==> src/sv/nnr_pkg.sv <==
// shared types and constants of the nearest neighbor resampler
`timescale 1ns / 1ps

package nnr_pkg;

  // configuration register indexes
  localparam int CFG_IDX_BITS = 2;
  localparam logic [CFG_IDX_BITS-1:0] CFG_START = 2'd0;
  localparam logic [CFG_IDX_BITS-1:0] CFG_STEP  = 2'd1;

  // grid spacing after reset
  localparam int STEP_RESET = 5;

  // controller to datapath
  typedef struct packed {
    logic load_in;   // capture the accepted word
    logic setup;     // first-sample check or run distances
    logic emit_one;  // single-sample stream result
    logic emit_run;  // one grid result of a run
    logic commit;    // hold the word or close the stream
    logic div_go;    // launch the skip remainder
    logic fix;       // place the grid after a cut run
  } nnr_cmd_t;

  // datapath to controller
  typedef struct packed {
    logic held_valid;
    logic cur_end;
    logic slot_free;
    logic run_empty;
    logic run_last;
    logic run_cut;
    logic div_busy;
  } nnr_sts_t;

endpackage

==> src/sv/nnr_in_if.sv <==
// sample channel: valid, ready and one timestamped sample
`timescale 1ns / 1ps

interface nnr_in_if #(
  parameter int TIME_BITS    = 32,
  parameter int PAYLOAD_BITS = 64
);
  logic                    valid;
  logic                    ready;
  logic [TIME_BITS-1:0]    sample_time;
  logic [PAYLOAD_BITS-1:0] sample_payload;
  logic                    stream_end;

  modport source (output valid, sample_time, sample_payload, stream_end, input ready);
  modport sink   (input valid, sample_time, sample_payload, stream_end, output ready);
endinterface

==> src/sv/nnr_out_if.sv <==
// result channel: valid, ready and one resampled grid point
`timescale 1ns / 1ps

interface nnr_out_if #(
  parameter int TIME_BITS    = 32,
  parameter int PAYLOAD_BITS = 64
);
  logic                    valid;
  logic                    ready;
  logic [TIME_BITS:0]      grid_time;
  logic [TIME_BITS-1:0]    chosen_time;
  logic [PAYLOAD_BITS-1:0] chosen_payload;
  logic                    run_last;
  logic                    run_cut;
  logic                    early_start;

  modport source (output valid, grid_time, chosen_time, chosen_payload, run_last, run_cut,
                  early_start, input ready);
  modport sink   (input valid, grid_time, chosen_time, chosen_payload, run_last, run_cut,
                  early_start, output ready);
endinterface

==> src/sv/nearest_neighbor_resampler.sv <==
// top level of the nearest neighbor timestamp resampler
//
//   channel  | direction | handshake              | word
//   ---------+-----------+------------------------+------------------------------------
//   in_ch    | in        | valid/ready            | sample_time, sample_payload, end
//   out_ch   | out       | valid/ready            | grid, chosen time/payload, flags
//   cfg_*    | in        | cfg_we, no back-pressure | cfg_idx 0 start_time, 1 step_time
//
// one sample word at a time: the first sample of a stream is only held, or
// sent out as a single result when it also ends the stream; any other word
// serves its grid results, one per cycle while out_ch drains
// a run cut at MAX_RUN adds a serial remainder in nnr_rem
// that places the grid past the sample, unless the stream ends there
// rst_n is synchronous; no clearing pass, the block is ready right after it
// a finished result waits in the output register while the next word is taken
`timescale 1ns / 1ps

module nearest_neighbor_resampler #(
  parameter int TIME_BITS    = 32,
  parameter int PAYLOAD_BITS = 64,
  parameter int MAX_RUN      = 64
) (
  input  logic                             clk,
  input  logic                             rst_n,
  nnr_in_if.sink                           in_ch,
  nnr_out_if.source                        out_ch,
  input  logic                             cfg_we,
  input  logic [nnr_pkg::CFG_IDX_BITS-1:0] cfg_idx,
  input  logic [TIME_BITS-1:0]             cfg_wdata
);
  nnr_pkg::nnr_cmd_t cmd;
  nnr_pkg::nnr_sts_t sts;
  logic              in_ready;

  // sequencing: idle, distance setup, single result, run emission, remainder skip
  nnr_ctrl u_ctrl (
    .clk      (clk),
    .rst_n    (rst_n),
    .in_valid (in_ch.valid),
    .in_ready (in_ready),
    .sts      (sts),
    .cmd      (cmd)
  );

  // held and arriving samples, grid walk, config and the output register
  nnr_dp #(
    .TIME_BITS    (TIME_BITS),
    .PAYLOAD_BITS (PAYLOAD_BITS),
    .MAX_RUN      (MAX_RUN)
  ) u_dp (
    .clk                (clk),
    .rst_n              (rst_n),
    .in_sample_time     (in_ch.sample_time),
    .in_sample_payload  (in_ch.sample_payload),
    .in_stream_end      (in_ch.stream_end),
    .cfg_we             (cfg_we),
    .cfg_idx            (cfg_idx),
    .cfg_wdata          (cfg_wdata),
    .cmd                (cmd),
    .sts                (sts),
    .out_valid          (out_ch.valid),
    .out_ready          (out_ch.ready),
    .out_grid_time      (out_ch.grid_time),
    .out_chosen_time    (out_ch.chosen_time),
    .out_chosen_payload (out_ch.chosen_payload),
    .out_run_last       (out_ch.run_last),
    .out_run_cut        (out_ch.run_cut),
    .out_early_start    (out_ch.early_start)
  );

  assign in_ch.ready = in_ready;

endmodule

==> src/sv/nnr_rem.sv <==
// bit-serial restoring remainder unit, one quotient bit per cycle
`timescale 1ns / 1ps

module nnr_rem #(
  parameter int W = 32
) (
  input  logic         clk,
  input  logic         rst_n,
  input  logic         start,
  input  logic [W-1:0] dividend,
  input  logic [W-1:0] divisor,
  output logic         busy,
  output logic [W-1:0] rem
);
  localparam int CW = $clog2(W + 1);

  logic          busy_r, busy_nxt;
  logic [CW-1:0] cnt_r, cnt_nxt;
  logic [W-1:0]  acc_r, acc_nxt;
  logic [W-1:0]  dvd_r, dvd_nxt;
  logic [W-1:0]  dsr_r, dsr_nxt;
  logic [W:0]    trial;

  assign trial = {acc_r, dvd_r[W-1]} - {1'b0, dsr_r};

  always_comb begin
    busy_nxt = busy_r;
    cnt_nxt  = cnt_r;
    acc_nxt  = acc_r;
    dvd_nxt  = dvd_r;
    dsr_nxt  = dsr_r;
    if (start) begin
      busy_nxt = 1'b1;
      cnt_nxt  = '0;
      acc_nxt  = '0;
      dvd_nxt  = dividend;
      dsr_nxt  = divisor;
    end else if (busy_r) begin
      // keep the trial difference when it does not borrow
      if (!trial[W]) begin
        acc_nxt = trial[W-1:0];
      end else begin
        acc_nxt = {acc_r[W-2:0], dvd_r[W-1]};
      end
      dvd_nxt = {dvd_r[W-2:0], 1'b0};
      cnt_nxt = cnt_r + 1'b1;
      if (cnt_r == CW'(W - 1)) begin
        busy_nxt = 1'b0;
      end
    end
  end

  always_ff @(posedge clk) begin
    if (!rst_n) begin
      busy_r <= 1'b0;
      cnt_r  <= '0;
    end else begin
      busy_r <= busy_nxt;
      cnt_r  <= cnt_nxt;
    end
  end

  always_ff @(posedge clk) begin
    acc_r <= acc_nxt;
    dvd_r <= dvd_nxt;
    dsr_r <= dsr_nxt;
  end

  assign busy = busy_r;
  assign rem  = acc_r;

endmodule

==> src/sv/nnr_dp.sv <==
// resampler datapath: registers, grid walk, nearest choice and result register
`timescale 1ns / 1ps

module nnr_dp #(
  parameter int TIME_BITS    = 32,
  parameter int PAYLOAD_BITS = 64,
  parameter int MAX_RUN      = 64
) (
  input  logic                            clk,
  input  logic                            rst_n,
  input  logic [TIME_BITS-1:0]            in_sample_time,
  input  logic [PAYLOAD_BITS-1:0]         in_sample_payload,
  input  logic                            in_stream_end,
  input  logic                            cfg_we,
  input  logic [nnr_pkg::CFG_IDX_BITS-1:0] cfg_idx,
  input  logic [TIME_BITS-1:0]            cfg_wdata,
  input  nnr_pkg::nnr_cmd_t               cmd,
  output nnr_pkg::nnr_sts_t               sts,
  output logic                            out_valid,
  input  logic                            out_ready,
  output logic [TIME_BITS:0]              out_grid_time,
  output logic [TIME_BITS-1:0]            out_chosen_time,
  output logic [PAYLOAD_BITS-1:0]         out_chosen_payload,
  output logic                            out_run_last,
  output logic                            out_run_cut,
  output logic                            out_early_start
);
  localparam int TW = TIME_BITS;
  localparam int GW = TIME_BITS + 1;
  localparam int DW = TIME_BITS + 2;
  localparam int NW = (MAX_RUN > 1) ? $clog2(MAX_RUN) : 1;

  // control state
  logic          held_valid_r, held_valid_nxt;
  logic          early_r, early_nxt;
  logic          ov_r, ov_nxt;
  logic [NW-1:0] n_r, n_nxt;
  logic [TW-1:0] start_r, start_nxt;
  logic [TW-1:0] step_r, step_nxt;
  logic [GW-1:0] grid_r, grid_nxt;

  // payload state
  logic [TW-1:0]           cur_t_r, cur_t_nxt;
  logic [PAYLOAD_BITS-1:0] cur_p_r, cur_p_nxt;
  logic                    cur_end_r, cur_end_nxt;
  logic [TW-1:0]           held_t_r, held_t_nxt;
  logic [PAYLOAD_BITS-1:0] held_p_r, held_p_nxt;
  logic [DW-1:0]           rem_r, rem_nxt;
  logic [DW-1:0]           lft_r, lft_nxt;
  logic [GW-1:0]           base_r, base_nxt;
  logic [GW-1:0]           og_r, og_nxt;
  logic [TW-1:0]           ot_r, ot_nxt;
  logic [PAYLOAD_BITS-1:0] op_r, op_nxt;
  logic                    olast_r, olast_nxt;
  logic                    ocut_r, ocut_nxt;
  logic                    oearly_r, oearly_nxt;

  logic [TW-1:0] step_eff;
  logic [DW-1:0] rem_after;
  logic          after_neg;
  logic          at_max;
  logic          take_left;
  logic          slot_free;
  logic          div_busy;
  logic [TW-1:0] div_rem;

  assign step_eff  = (step_r == '0) ? TW'(1) : step_r;
  assign rem_after = rem_r - {2'b00, step_eff};
  assign after_neg = rem_after[DW-1];
  assign at_max    = (n_r == NW'(MAX_RUN - 1));
  // a grid time before the held sample always takes the arriving one
  assign take_left = !lft_r[DW-1] && ($signed(lft_r) <= $signed(rem_r));
  assign slot_free = !ov_r || out_ready;

  nnr_rem #(.W(TW)) u_rem (
    .clk      (clk),
    .rst_n    (rst_n),
    .start    (cmd.div_go),
    .dividend (rem_r[TW-1:0]),
    .divisor  (step_eff),
    .busy     (div_busy),
    .rem      (div_rem)
  );

  always_comb begin
    held_valid_nxt = held_valid_r;
    early_nxt      = early_r;
    ov_nxt         = ov_r;
    n_nxt          = n_r;
    start_nxt      = start_r;
    step_nxt       = step_r;
    grid_nxt       = grid_r;
    cur_t_nxt      = cur_t_r;
    cur_p_nxt      = cur_p_r;
    cur_end_nxt    = cur_end_r;
    held_t_nxt     = held_t_r;
    held_p_nxt     = held_p_r;
    rem_nxt        = rem_r;
    lft_nxt        = lft_r;
    base_nxt       = base_r;
    og_nxt         = og_r;
    ot_nxt         = ot_r;
    op_nxt         = op_r;
    olast_nxt      = olast_r;
    ocut_nxt       = ocut_r;
    oearly_nxt     = oearly_r;

    if (ov_r && out_ready) begin
      ov_nxt = 1'b0;
    end

    if (cmd.load_in) begin
      cur_t_nxt   = in_sample_time;
      cur_p_nxt   = in_sample_payload;
      cur_end_nxt = in_stream_end;
    end

    if (cmd.setup) begin
      if (!held_valid_r) begin
        early_nxt = (grid_r < {1'b0, cur_t_r});
      end
      rem_nxt = {2'b00, cur_t_r} - {1'b0, grid_r};
      lft_nxt = {1'b0, grid_r} - {2'b00, held_t_r};
      n_nxt   = '0;
    end

    if (cmd.emit_one) begin
      ov_nxt     = 1'b1;
      og_nxt     = grid_r;
      ot_nxt     = cur_t_r;
      op_nxt     = cur_p_r;
      olast_nxt  = 1'b1;
      ocut_nxt   = 1'b0;
      oearly_nxt = early_r;
    end

    if (cmd.emit_run) begin
      ov_nxt     = 1'b1;
      og_nxt     = grid_r;
      ot_nxt     = take_left ? held_t_r : cur_t_r;
      op_nxt     = take_left ? held_p_r : cur_p_r;
      olast_nxt  = at_max || after_neg;
      ocut_nxt   = at_max && !after_neg;
      oearly_nxt = early_r;
      grid_nxt   = grid_r + {1'b0, step_eff};
      rem_nxt    = rem_after;
      lft_nxt    = lft_r + {2'b00, step_eff};
      n_nxt      = n_r + 1'b1;
    end

    if (cmd.div_go) begin
      base_nxt = {1'b0, cur_t_r} + {1'b0, step_eff};
    end

    // first grid time past the sample: t + step - (t - g) mod step
    if (cmd.fix) begin
      grid_nxt = base_r - {1'b0, div_rem};
    end

    if (cmd.commit) begin
      if (cur_end_r) begin
        held_valid_nxt = 1'b0;
        grid_nxt       = {1'b0, start_r};
        early_nxt      = 1'b0;
      end else begin
        held_valid_nxt = 1'b1;
        held_t_nxt     = cur_t_r;
        held_p_nxt     = cur_p_r;
      end
    end

    if (cfg_we) begin
      unique case (cfg_idx)
        nnr_pkg::CFG_START: begin
          start_nxt = cfg_wdata;
          if (!held_valid_r) begin
            grid_nxt = {1'b0, cfg_wdata};
          end
        end
        nnr_pkg::CFG_STEP: begin
          step_nxt = cfg_wdata;
        end
        default: begin
        end
      endcase
    end
  end

  always_ff @(posedge clk) begin
    if (!rst_n) begin
      held_valid_r <= 1'b0;
      early_r      <= 1'b0;
      ov_r         <= 1'b0;
      n_r          <= '0;
      start_r      <= '0;
      step_r       <= TW'(nnr_pkg::STEP_RESET);
      grid_r       <= '0;
    end else begin
      held_valid_r <= held_valid_nxt;
      early_r      <= early_nxt;
      ov_r         <= ov_nxt;
      n_r          <= n_nxt;
      start_r      <= start_nxt;
      step_r       <= step_nxt;
      grid_r       <= grid_nxt;
    end
  end

  always_ff @(posedge clk) begin
    cur_t_r   <= cur_t_nxt;
    cur_p_r   <= cur_p_nxt;
    cur_end_r <= cur_end_nxt;
    held_t_r  <= held_t_nxt;
    held_p_r  <= held_p_nxt;
    rem_r     <= rem_nxt;
    lft_r     <= lft_nxt;
    base_r    <= base_nxt;
    og_r      <= og_nxt;
    ot_r      <= ot_nxt;
    op_r      <= op_nxt;
    olast_r   <= olast_nxt;
    ocut_r    <= ocut_nxt;
    oearly_r  <= oearly_nxt;
  end

  always_comb begin
    sts            = '0;
    sts.held_valid = held_valid_r;
    sts.cur_end    = cur_end_r;
    sts.slot_free  = slot_free;
    sts.run_empty  = rem_r[DW-1];
    sts.run_last   = at_max || after_neg;
    sts.run_cut    = at_max && !after_neg;
    sts.div_busy   = div_busy;
  end

  assign out_valid          = ov_r;
  assign out_grid_time      = og_r;
  assign out_chosen_time    = ot_r;
  assign out_chosen_payload = op_r;
  assign out_run_last       = olast_r;
  assign out_run_cut        = ocut_r;
  assign out_early_start    = oearly_r;

endmodule

==> src/sv/nnr_ctrl.sv <==
// resampler controller: sequences accept, single results, run emission and grid skip
`timescale 1ns / 1ps

module nnr_ctrl (
  input  logic              clk,
  input  logic              rst_n,
  input  logic              in_valid,
  output logic              in_ready,
  input  nnr_pkg::nnr_sts_t sts,
  output nnr_pkg::nnr_cmd_t cmd
);
  localparam logic [2:0] S_IDLE    = 3'd0;
  localparam logic [2:0] S_SETUP   = 3'd1;
  localparam logic [2:0] S_ONE     = 3'd2;
  localparam logic [2:0] S_RUN     = 3'd3;
  localparam logic [2:0] S_DIVGO   = 3'd4;
  localparam logic [2:0] S_DIVWAIT = 3'd5;

  logic [2:0] state_r, state_nxt;

  always_comb begin
    state_nxt = state_r;
    cmd       = '0;
    in_ready  = 1'b0;
    unique case (state_r)
      S_IDLE: begin
        in_ready = 1'b1;
        if (in_valid) begin
          cmd.load_in = 1'b1;
          state_nxt   = S_SETUP;
        end
      end
      S_SETUP: begin
        cmd.setup = 1'b1;
        if (sts.held_valid) begin
          state_nxt = S_RUN;
        end else if (sts.cur_end) begin
          state_nxt = S_ONE;
        end else begin
          cmd.commit = 1'b1;
          state_nxt  = S_IDLE;
        end
      end
      S_ONE: begin
        if (sts.slot_free) begin
          cmd.emit_one = 1'b1;
          cmd.commit   = 1'b1;
          state_nxt    = S_IDLE;
        end
      end
      S_RUN: begin
        if (sts.run_empty) begin
          cmd.commit = 1'b1;
          state_nxt  = S_IDLE;
        end else if (sts.slot_free) begin
          cmd.emit_run = 1'b1;
          if (sts.run_last) begin
            // a closing stream resets the grid, so skip placement is moot
            if (sts.run_cut && !sts.cur_end) begin
              state_nxt = S_DIVGO;
            end else begin
              cmd.commit = 1'b1;
              state_nxt  = S_IDLE;
            end
          end
        end
      end
      S_DIVGO: begin
        cmd.div_go = 1'b1;
        state_nxt  = S_DIVWAIT;
      end
      S_DIVWAIT: begin
        if (!sts.div_busy) begin
          cmd.fix    = 1'b1;
          cmd.commit = 1'b1;
          state_nxt  = S_IDLE;
        end
      end
      default: begin
        state_nxt = S_IDLE;
      end
    endcase
  end

  always_ff @(posedge clk) begin
    if (!rst_n) begin
      state_r <= S_IDLE;
    end else begin
      state_r <= state_nxt;
    end
  end

endmodule

==> src/flat_wrapper.sv <==
// flat-port wrapper written by rule: the top's interface ports become plain ports
module nearest_neighbor_resampler_flat 
#(
  parameter int TIME_BITS    = 32,
  parameter int PAYLOAD_BITS = 64,
  parameter int MAX_RUN      = 64
)
  (clk, rst_n, cfg_we, cfg_idx, cfg_wdata, in_ch_valid, in_ch_sample_time, in_ch_sample_payload, in_ch_stream_end, in_ch_ready, out_ch_valid, out_ch_grid_time, out_ch_chosen_time, out_ch_chosen_payload, out_ch_run_last, out_ch_run_cut, out_ch_early_start, out_ch_ready);
  nnr_in_if #(.TIME_BITS(TIME_BITS), .PAYLOAD_BITS(PAYLOAD_BITS)) in_ch_i ();
  nnr_out_if #(.TIME_BITS(TIME_BITS), .PAYLOAD_BITS(PAYLOAD_BITS)) out_ch_i ();
  input  logic clk;
  input  logic rst_n;
  input  logic cfg_we;
  input  logic [nnr_pkg::CFG_IDX_BITS-1:0] cfg_idx;
  input  logic [TIME_BITS-1:0] cfg_wdata;
  input wire logic [$bits(in_ch_i.valid)-1:0] in_ch_valid;
  input wire logic [$bits(in_ch_i.sample_time)-1:0] in_ch_sample_time;
  input wire logic [$bits(in_ch_i.sample_payload)-1:0] in_ch_sample_payload;
  input wire logic [$bits(in_ch_i.stream_end)-1:0] in_ch_stream_end;
  output wire logic [$bits(in_ch_i.ready)-1:0] in_ch_ready;
  output wire logic [$bits(out_ch_i.valid)-1:0] out_ch_valid;
  output wire logic [$bits(out_ch_i.grid_time)-1:0] out_ch_grid_time;
  output wire logic [$bits(out_ch_i.chosen_time)-1:0] out_ch_chosen_time;
  output wire logic [$bits(out_ch_i.chosen_payload)-1:0] out_ch_chosen_payload;
  output wire logic [$bits(out_ch_i.run_last)-1:0] out_ch_run_last;
  output wire logic [$bits(out_ch_i.run_cut)-1:0] out_ch_run_cut;
  output wire logic [$bits(out_ch_i.early_start)-1:0] out_ch_early_start;
  input wire logic [$bits(out_ch_i.ready)-1:0] out_ch_ready;
  assign in_ch_i.valid = in_ch_valid;
  assign in_ch_i.sample_time = in_ch_sample_time;
  assign in_ch_i.sample_payload = in_ch_sample_payload;
  assign in_ch_i.stream_end = in_ch_stream_end;
  assign in_ch_ready = in_ch_i.ready;
  assign out_ch_valid = out_ch_i.valid;
  assign out_ch_grid_time = out_ch_i.grid_time;
  assign out_ch_chosen_time = out_ch_i.chosen_time;
  assign out_ch_chosen_payload = out_ch_i.chosen_payload;
  assign out_ch_run_last = out_ch_i.run_last;
  assign out_ch_run_cut = out_ch_i.run_cut;
  assign out_ch_early_start = out_ch_i.early_start;
  assign out_ch_i.ready = out_ch_ready;
  nearest_neighbor_resampler #(.TIME_BITS(TIME_BITS), .PAYLOAD_BITS(PAYLOAD_BITS), .MAX_RUN(MAX_RUN)) u_core (.clk(clk), .rst_n(rst_n), .in_ch(in_ch_i), .out_ch(out_ch_i), .cfg_we(cfg_we), .cfg_idx(cfg_idx), .cfg_wdata(cfg_wdata));
endmodule
==> config.mk <==
export PLATFORM = sky130hd
export DESIGN_NAME = nearest_neighbor_resampler_flat
export DESIGN_NICKNAME = d
export VERILOG_FILES = /design/src/sv/nnr_pkg.sv /design/src/sv/nnr_in_if.sv /design/src/sv/nnr_out_if.sv /design/src/sv/nearest_neighbor_resampler.sv /design/src/sv/nnr_rem.sv /design/src/sv/nnr_dp.sv /design/src/sv/nnr_ctrl.sv /design/src/flat_wrapper.sv
export SDC_FILE = /design/constraint.sdc
export NUM_CORES = 2
export LEC_CHECK = 0
export ABC_AREA = 0
export BUFFER_PORTS_ARGS = -buffer_cell sky130_fd_sc_hd__buf_2
export CORE_MARGIN = 5
export CORE_UTILIZATION = 40
export CTS_BUF_LIST = sky130_fd_sc_hd__clkbuf_2 sky130_fd_sc_hd__clkbuf_4 sky130_fd_sc_hd__clkbuf_8
export DETAILED_ROUTE_END_ITERATION = 8
export GPL_TIMING_DRIVEN = 1
export SYNTH_ARGS = -nofsm -noshare
export SYNTH_HDL_FRONTEND = slang
export SYNTH_SLANG_ARGS = --single-unit
==> constraint.sdc <==
create_clock -name clk -period 14.8 [get_ports clk]
set_input_delay 2.96 -clock clk [delete_from_list [all_inputs] [get_ports clk]]
set_output_delay 2.96 -clock clk [all_outputs]
set_load 0.03 [all_outputs]
# [After elaboration in Yosys (flattened, before gate mapping)]
# Cells that the tools add are included.
[totals] regBits=638 in_bits=136 output_inout_bits=134 word_cells=145
[classes] add_sub_neg=10 order_cmp=2 n_eq_ne=13 muxes=69 bitwise=2 reduce_logical=22
[op_table] cell="two-way mux 33 bit" count=9
[op_table] cell="two-way mux 32 bit" count=7
[op_table] cell="two-way mux 64 bit" count=3
[op_table] cell="two-way mux 34 bit" count=4
[op_table] cell="subtractor 33 x 32 -> 33 bit" count=2
[op_table] cell="adder 34 x 32 -> 34 bit" count=1
[op_table] cell="less-or-equal comparator 34 bit" count=1
[op_table] cell="subtractor 32 x 33 -> 34 bit" count=1
[op_table] cell="subtractor 33 x 32 -> 34 bit" count=1
[op_table] cell="subtractor 34 x 32 -> 34 bit" count=1
[op_table] cell="adder 32 x 32 -> 33 bit" count=1
[op_table] cell="adder 33 x 32 -> 33 bit" count=1
[op_table] cell="< comparator 33 x 32 -> 1 bit" count=1
[op_table] cell="zero test 32 bit" count=1
[op_table] cell="two-way mux 1 bit" count=32
[op_table] cell="two-way mux 3 bit" count=8
[op_table] cell="one-hot mux 3 bit (6 select lines)" count=1
[op_table] cell="adder 6 x 1 -> 6 bit, second input constant" count=2
[op_table] cell="two-way mux 6 bit" count=2
[op_table] cell="== test 3 x 2 -> 1 bit, second input constant" count=2
[op_table] cell="== test 3 bit, second input constant" count=2
[op_table] cell="== test 6 x 5 -> 1 bit, second input constant" count=1
[op_table] cell="== test 6 bit, second input constant" count=1
[op_table] cell="inequality test 2 bit, second input constant" count=3
[op_table] cell="other kinds (17)" count=30

# [Depth between registers and ports, before layout]
[logic_depth] depth_word=18 depth_mapped=17 depth_no_buf=17

# [Hierarchy]
# From an unflattened synthesis, not the netlist that was laid out.
[unflattened] hier_cells=3786 area_unflattened_um2=38569.5
[by_module_without_submodules] module="nnr_dp" n_inst=1 cells_each=3132 area_per_inst_um2=32027.0 seq_area_each_um2=14914.3
[by_module_without_submodules] module="nnr_rem" n_inst=1 cells_each=617 area_per_inst_um2=6197.2 seq_area_each_um2=2702.6
[by_module_without_submodules] module="nnr_ctrl" n_inst=1 cells_each=37 area_per_inst_um2=345.3 seq_area_each_um2=60.1

# [Least setup slack after synthesis]
# No wires, ideal clock.
[synth_path] path_kind="in2reg" startpoint="in out_ch_ready" endpoint="reg u_core.u_dp.op_r[0] (netlist: u_core.u_dp.out_chosen_payload[0]) (enable)" setup_ns=0.821 t_arrival_ns=12.924 t_required_ns=13.979 slack_ns=1.055 cell_stages=3 n_path_buf=0 cell_sequence="nand2b_1 nand2_1 a211oi_1"
[synth_via] elab_chain_cells=5 elab_cells_between_ends=7
[synth_lines] item="start: declaration" line="flat_wrapper.sv:28" rtl="input wire logic [$bits(out_ch_i.ready)-1:0] out_ch_ready;"
[synth_lines] item="logical OR 1 bit (*)" line="nnr_dp.sv:73" rtl="assign slot_free = !ov_r || out_ready;"
[synth_lines] item="two-way mux 2 bit" line="nnr_ctrl.sv:55" rtl="end else if (sts.slot_free) begin"
[synth_lines] item="two-way mux 1 bit" line="nnr_ctrl.sv:52" rtl="if (sts.run_empty) begin"
[synth_lines] item="two-way mux 1 bit" line="nnr_ctrl.sv:25" rtl="unique case (state_r)"
[synth_lines] item="nonzero test 2 bit (no line) (*)"
[synth_lines] item="end signal: assignment" line="nnr_dp.sv:220" rtl="op_r <= op_nxt;"
[synth_lines] item="end: declaration" line="nnr_dp.sv:53" rtl="logic [PAYLOAD_BITS-1:0] op_r, op_nxt;"
# Mark *: on every way between the ends. The rest lies on a longest branch, timed or not.
# A chain may end at the register's enable or synchronous reset.

# [Worst setup path after layout]
[layout_path] startpoint="reg u_core.u_dp.step_r[28]" endpoint="reg u_core.u_dp.held_p_r[31] (enable)"
[layout_via] elab_chain_cells=12 elab_cells_between_ends=13
[layout_lines] item="start: declaration" line="nnr_dp.sv:39" rtl="logic [TW-1:0] step_r, step_nxt;"
[layout_lines] item="start signal: assignment" line="nnr_dp.sv:196" rtl="step_r <= TW'(nnr_pkg::STEP_RESET);"
[layout_lines] item="start signal: assignment" line="nnr_dp.sv:204" rtl="step_r <= step_nxt;"
[layout_lines] item="zero test 32 bit (*)" line="nnr_dp.sv:67" rtl="assign step_eff = (step_r == '0) ? TW'(1) : step_r;"
[layout_lines] item="two-way mux 32 bit (*)" line="nnr_dp.sv:67"
[layout_lines] item="named net u_core.u_dp.step_eff[0]" line="nnr_dp.sv:58" rtl="logic [TW-1:0] step_eff;"
[layout_lines] item="subtractor 34 x 32 -> 34 bit (*)" line="nnr_dp.sv:68" rtl="assign rem_after = rem_r - {2'b00, step_eff};"
[layout_lines] item="zero test 1 bit" line="nnr_dp.sv:233" rtl="sts.run_cut = at_max && !after_neg;"
[layout_lines] item="logical AND 1 bit" line="nnr_dp.sv:233"
[layout_lines] item="logical AND 1 bit" line="nnr_ctrl.sv:59" rtl="if (sts.run_cut && !sts.cur_end) begin"
[layout_lines] item="two-way mux 1 bit" line="nnr_ctrl.sv:59"
[layout_lines] item="two-way mux 1 bit (*)" line="nnr_ctrl.sv:57" rtl="if (sts.run_last) begin"
[layout_lines] item="two-way mux 2 bit (*)" line="nnr_ctrl.sv:55"
[layout_lines] item="two-way mux 1 bit (*)" line="nnr_ctrl.sv:52"
[layout_lines] item="one-hot mux 1 bit (4 select lines) (*)" line="nnr_ctrl.sv:25"
[layout_lines] item="AND reduction 2 bit (no line) (*)"
[layout_lines] item="end signal: assignment" line="nnr_dp.sv:214" rtl="held_p_r <= held_p_nxt;"
[layout_lines] item="end: declaration" line="nnr_dp.sv:47" rtl="logic [PAYLOAD_BITS-1:0] held_p_r, held_p_nxt;"
# The timed path passes the listed nets; every way through them passes the cells marked *.

==> summary.md <==
| Metric | Value |
|---|---|
| First-pass GRT wire length | `168 mm` |
| Crit Path Class | `reg2reg` |
| Fmax | `approximately 0.15 GHz` |
| Clock latency at the later pin of the worst-skew pair | `800 ps` |
| Max-Cap Viols | `0` |
| Final Hold Viols | `0` |
| Nets@finish | `approximately 4400` |
| CP Launch Type | `flip-flop` |
| Clock sinks | `between 600 and 700` |
| Dpl hpwl | `83.7 mm` |
| DRT iter0 DRCs | `between 2000 and 3000` |
| WL/cell | `21.5 um` |
| CTS Buffer Depth | `3` |
| IO Port Bufs | `between 200 and 300` |
| PwrDens | `approximately 130 mW/mm^2` |
| Area delta synth->final | `13.5%` |
| Req. time, crit path | `about 15000 ps` |
| Tmin final | `~6500 ps` |
| Die height | `between 300 and 400 um` |
| Register area share after synthesis | `47.5%` |
| Worst Skew | `around 70 ps` |
| Initial core utilization | `40.1%` |
| RSZ-0062 raised after global routing | `no` |
| Htree depth | `3` |
| Post-synth ARST share | `0%` |
| Via count | `around 29000` |
| Vias in the first global route | `around 28000` |
| Slew Limit Fails | `0` |
| Die width | `315 um` |
| Hold bufs inserted after CTS | `0` |
| GRT Overall Usage | `about 22%` |
| Net Count, Synth | `a little over 4000` |
| DRC Markers | `0` |
| RePlAce Congestion | `just over 0.9` |
| Worst Path Max Fanout | `57` |
| Type of the most critical hold path | `reg2reg` |
| Core box area | `0.0929 mm^2` |
| Netlist cell types | `85` |
| CTS tree | `yes` |
| Setup TNS | `0 ps` |
| P_leak | `0.0171 uW` |
| Post-synth EDFFs | `490` |
| Final Util | `roughly 45%` |
| Worst Max-Slew Pin Slew | `about 1200 ps` |
| Setup-failing EPs final | `0` |
| Yosys reg bits | `between 600 and 700` |
| YS warnings | `0` |
| Fill cells | `8888` |
| IO Pins | `270` |
| Total CTS buffers | `between 100 and 150` |
| Router iterations before antenna repair | `5` |
| Critical Path Sink Type | `flip-flop` |
| Vias per cell | `around 5.5` |
| Worst VDD drop | `0.0765 mV` |
| Largest net degree at the start of global routing | `around 70` |
| Total die area | `a little under 0.1 mm^2` |
| CP Data Arrival Time | `6910 ps` |
| Syn Area/Cell | `10.2 um^2` |
| Final Cycle Share | `between 40% and 50%` |
| Routed Antenna Nets | `0` |
| Cell area after synthesis | `0.0372 mm^2` |
| Clock transition at path regs | `around 70 ps` |
| Layout cell share with drive strength beyond 1 | `~15%` |
| Main synth FF type | `edfxtp_1` |
| CTS resizes | `0` |
| Global route total overflow | `0` |
| Slew HR | `~22%` |
| WL final | `~110 mm` |
| Run status | `finished clean` |
| Syn Inst Count | `roughly 3700` |
| Clk root buf | `clkbuf_8` |
| Post-CTS Setup Bufs | `0` |
| Antenna violations before repair | `6` |
| Site Rows | `~110` |
[per-layer routing]
metal  part of all wire (%)  GRT usage [%]  routed length, um
met2                     43           33.6              48500
met1                     46           32.2              52500
met4                    3.6           7.46               4060
met3                    7.7           3.90               8820
met5                  0.011              0                 13
[synth_stat cells (all sizes together), types with 37 or more instances]
library cell | number | area share (%)
dfxtp | 148 | 8.0
o211ai | 37 | 0.75
xnor2 | 129 | 3.0
inv | 245 | 2.5
nand3 | 50 | 0.67
o21ai | 236 | 3.2
a21oi | 393 | 5.3
mux2 | 98 | 3.0
a211oi | 44 | 0.91
nand2b | 49 | 0.82
nor3 | 45 | 0.60
edfxtp | 490 | 40
o21a | 51 | 1.0
ha | 292 | 9.8
nor2 | 212 | 2.1
xor2 | 83 | 2.0
nand2 | 356 | 3.6
clkbuf | 116 | 1.2
a21o | 136 | 2.7
a31oi | 37 | 0.62
[final timing paths]
check | start | to | slack, ps | depth (start not counted)
worst max register to register | u_core.u_dp.step_r[28]$_SDFFE_PN0P_ | u_core.u_dp.held_p_r[31]$_DFFE_PP_ | 8260 | 14
worst max-delay path | u_core.u_dp.step_r[28]$_SDFFE_PN0P_ | u_core.u_dp.held_p_r[31]$_DFFE_PP_ | 8260 | 14
worst min register to register | u_core.u_dp.cur_p_r[37]$_DFFE_PP_ | u_core.u_dp.held_p_r[37]$_DFFE_PP_ | 430 | 0
worst min-delay path | u_core.u_dp.cur_p_r[37]$_DFFE_PP_ | u_core.u_dp.held_p_r[37]$_DFFE_PP_ | 430 | 0
[worst max-delay path, cell delays in order, from the launching register on]
cell	delay, ps
dfxtp_1	400
nor4_1	450
nand4_1	330
o21bai_1	600
ha_1	300
nor2b_1	50
o21ai_0	290
a21boi_0	200
o311ai_0	880
a21oi_1	350
o2111ai_1	410
a31oi_1	350
nor2_4	150
buf_4	540
buf_4	730
[flip-flops by register name (all words and copies together), names as in the netlist, 6 cells and up]
name	cells
u_core.u_dp.step_r	32
u_core.u_dp.grid_r	33
u_core.u_dp.u_rem.rem	32
u_core.u_dp.u_rem.dvd_r	32
u_core.u_dp.lft_r	34
u_core.u_dp.held_t_r	32
u_core.u_dp.rem_r	34
u_core.u_dp.cur_t_r	32
u_core.u_dp.held_p_r	64
u_core.u_dp.base_r	33
u_core.u_dp.n_r	6
u_core.u_dp.u_rem.cnt_r	6
u_core.u_dp.u_rem.dsr_r	32
u_core.u_dp.cur_p_r	64
u_core.u_dp.out_chosen_time	32
u_core.u_dp.out_chosen_payload	64
u_core.u_dp.out_grid_time	33
u_core.u_dp.start_r	32
[through the flow]
stage / hold slack (ps) / setup WS, ps / total power (uW) / area, um^2 / cells
after floorplan: 402 / 1060 / 3260 / 37200 / 3662
after global placement: 425 / 8320 / 3630 / 39800 / 5074
after detailed placement: 422 / 8260 / 3640 / 39800 / 5074
after CTS: 424 / 8220 / 5420 / 42200 / 5285
after global routing: 453 / 8100 / 5670 / 42300 / 5287
final: 433 / 8260 / 5390 / 42300 / 5290
[cell usage in the layout (no fill, tap or decap), types with 49 or more instances in the layout]
cell type  synthesis  final
edfxtp_1         490    490
a21oi_1          393    393
nand2_1          356    354
ha_1             292    292
buf_2             11    269
inv_1            245    243
o21ai_0          225    225
nor2_1           212    210
dfxtp_1          148    147
a21o_1           136    136
clkbuf_8           0    131
xnor2_1          129    129
xor2_1            83     83
mux2_2            58     58
o21a_1            51     51
nand3_1           50     50
nand2b_1          49     49
[area by class of cell]
class	count	area (um^2)	area share, %
well taps	1254	1570	3.71
multi-input cells	2633	18100	42.8
clock buffers	168	2080	4.92
repair buffers	302	1590	3.77
diodes	5	12.5	0.0296
clock inverters	43	329	0.779
flip-flops and latches	638	17700	41.8
inverters	247	927	2.19
[where the power goes]
group | switching, uW | internal, uW
combinational | 826 | 526
sequential | 145 | 2130
clock | 787 | 971
total | 1760 | 3630
[cells by family after synthesis]
kind of cell               Yosys count  share of synthesized area [%]
buffers and inverters              391                           4.17
and+or+nand+nor                    898                           11.2
adders and majority gates          300                           10.2
xor gates and xnor gates           212                           4.99
AOI/OAI and AO/OA                 1116                           18.7
DFF                                638                           47.5
muxes                              107                           3.22
(Power assumes the default switching activity.)
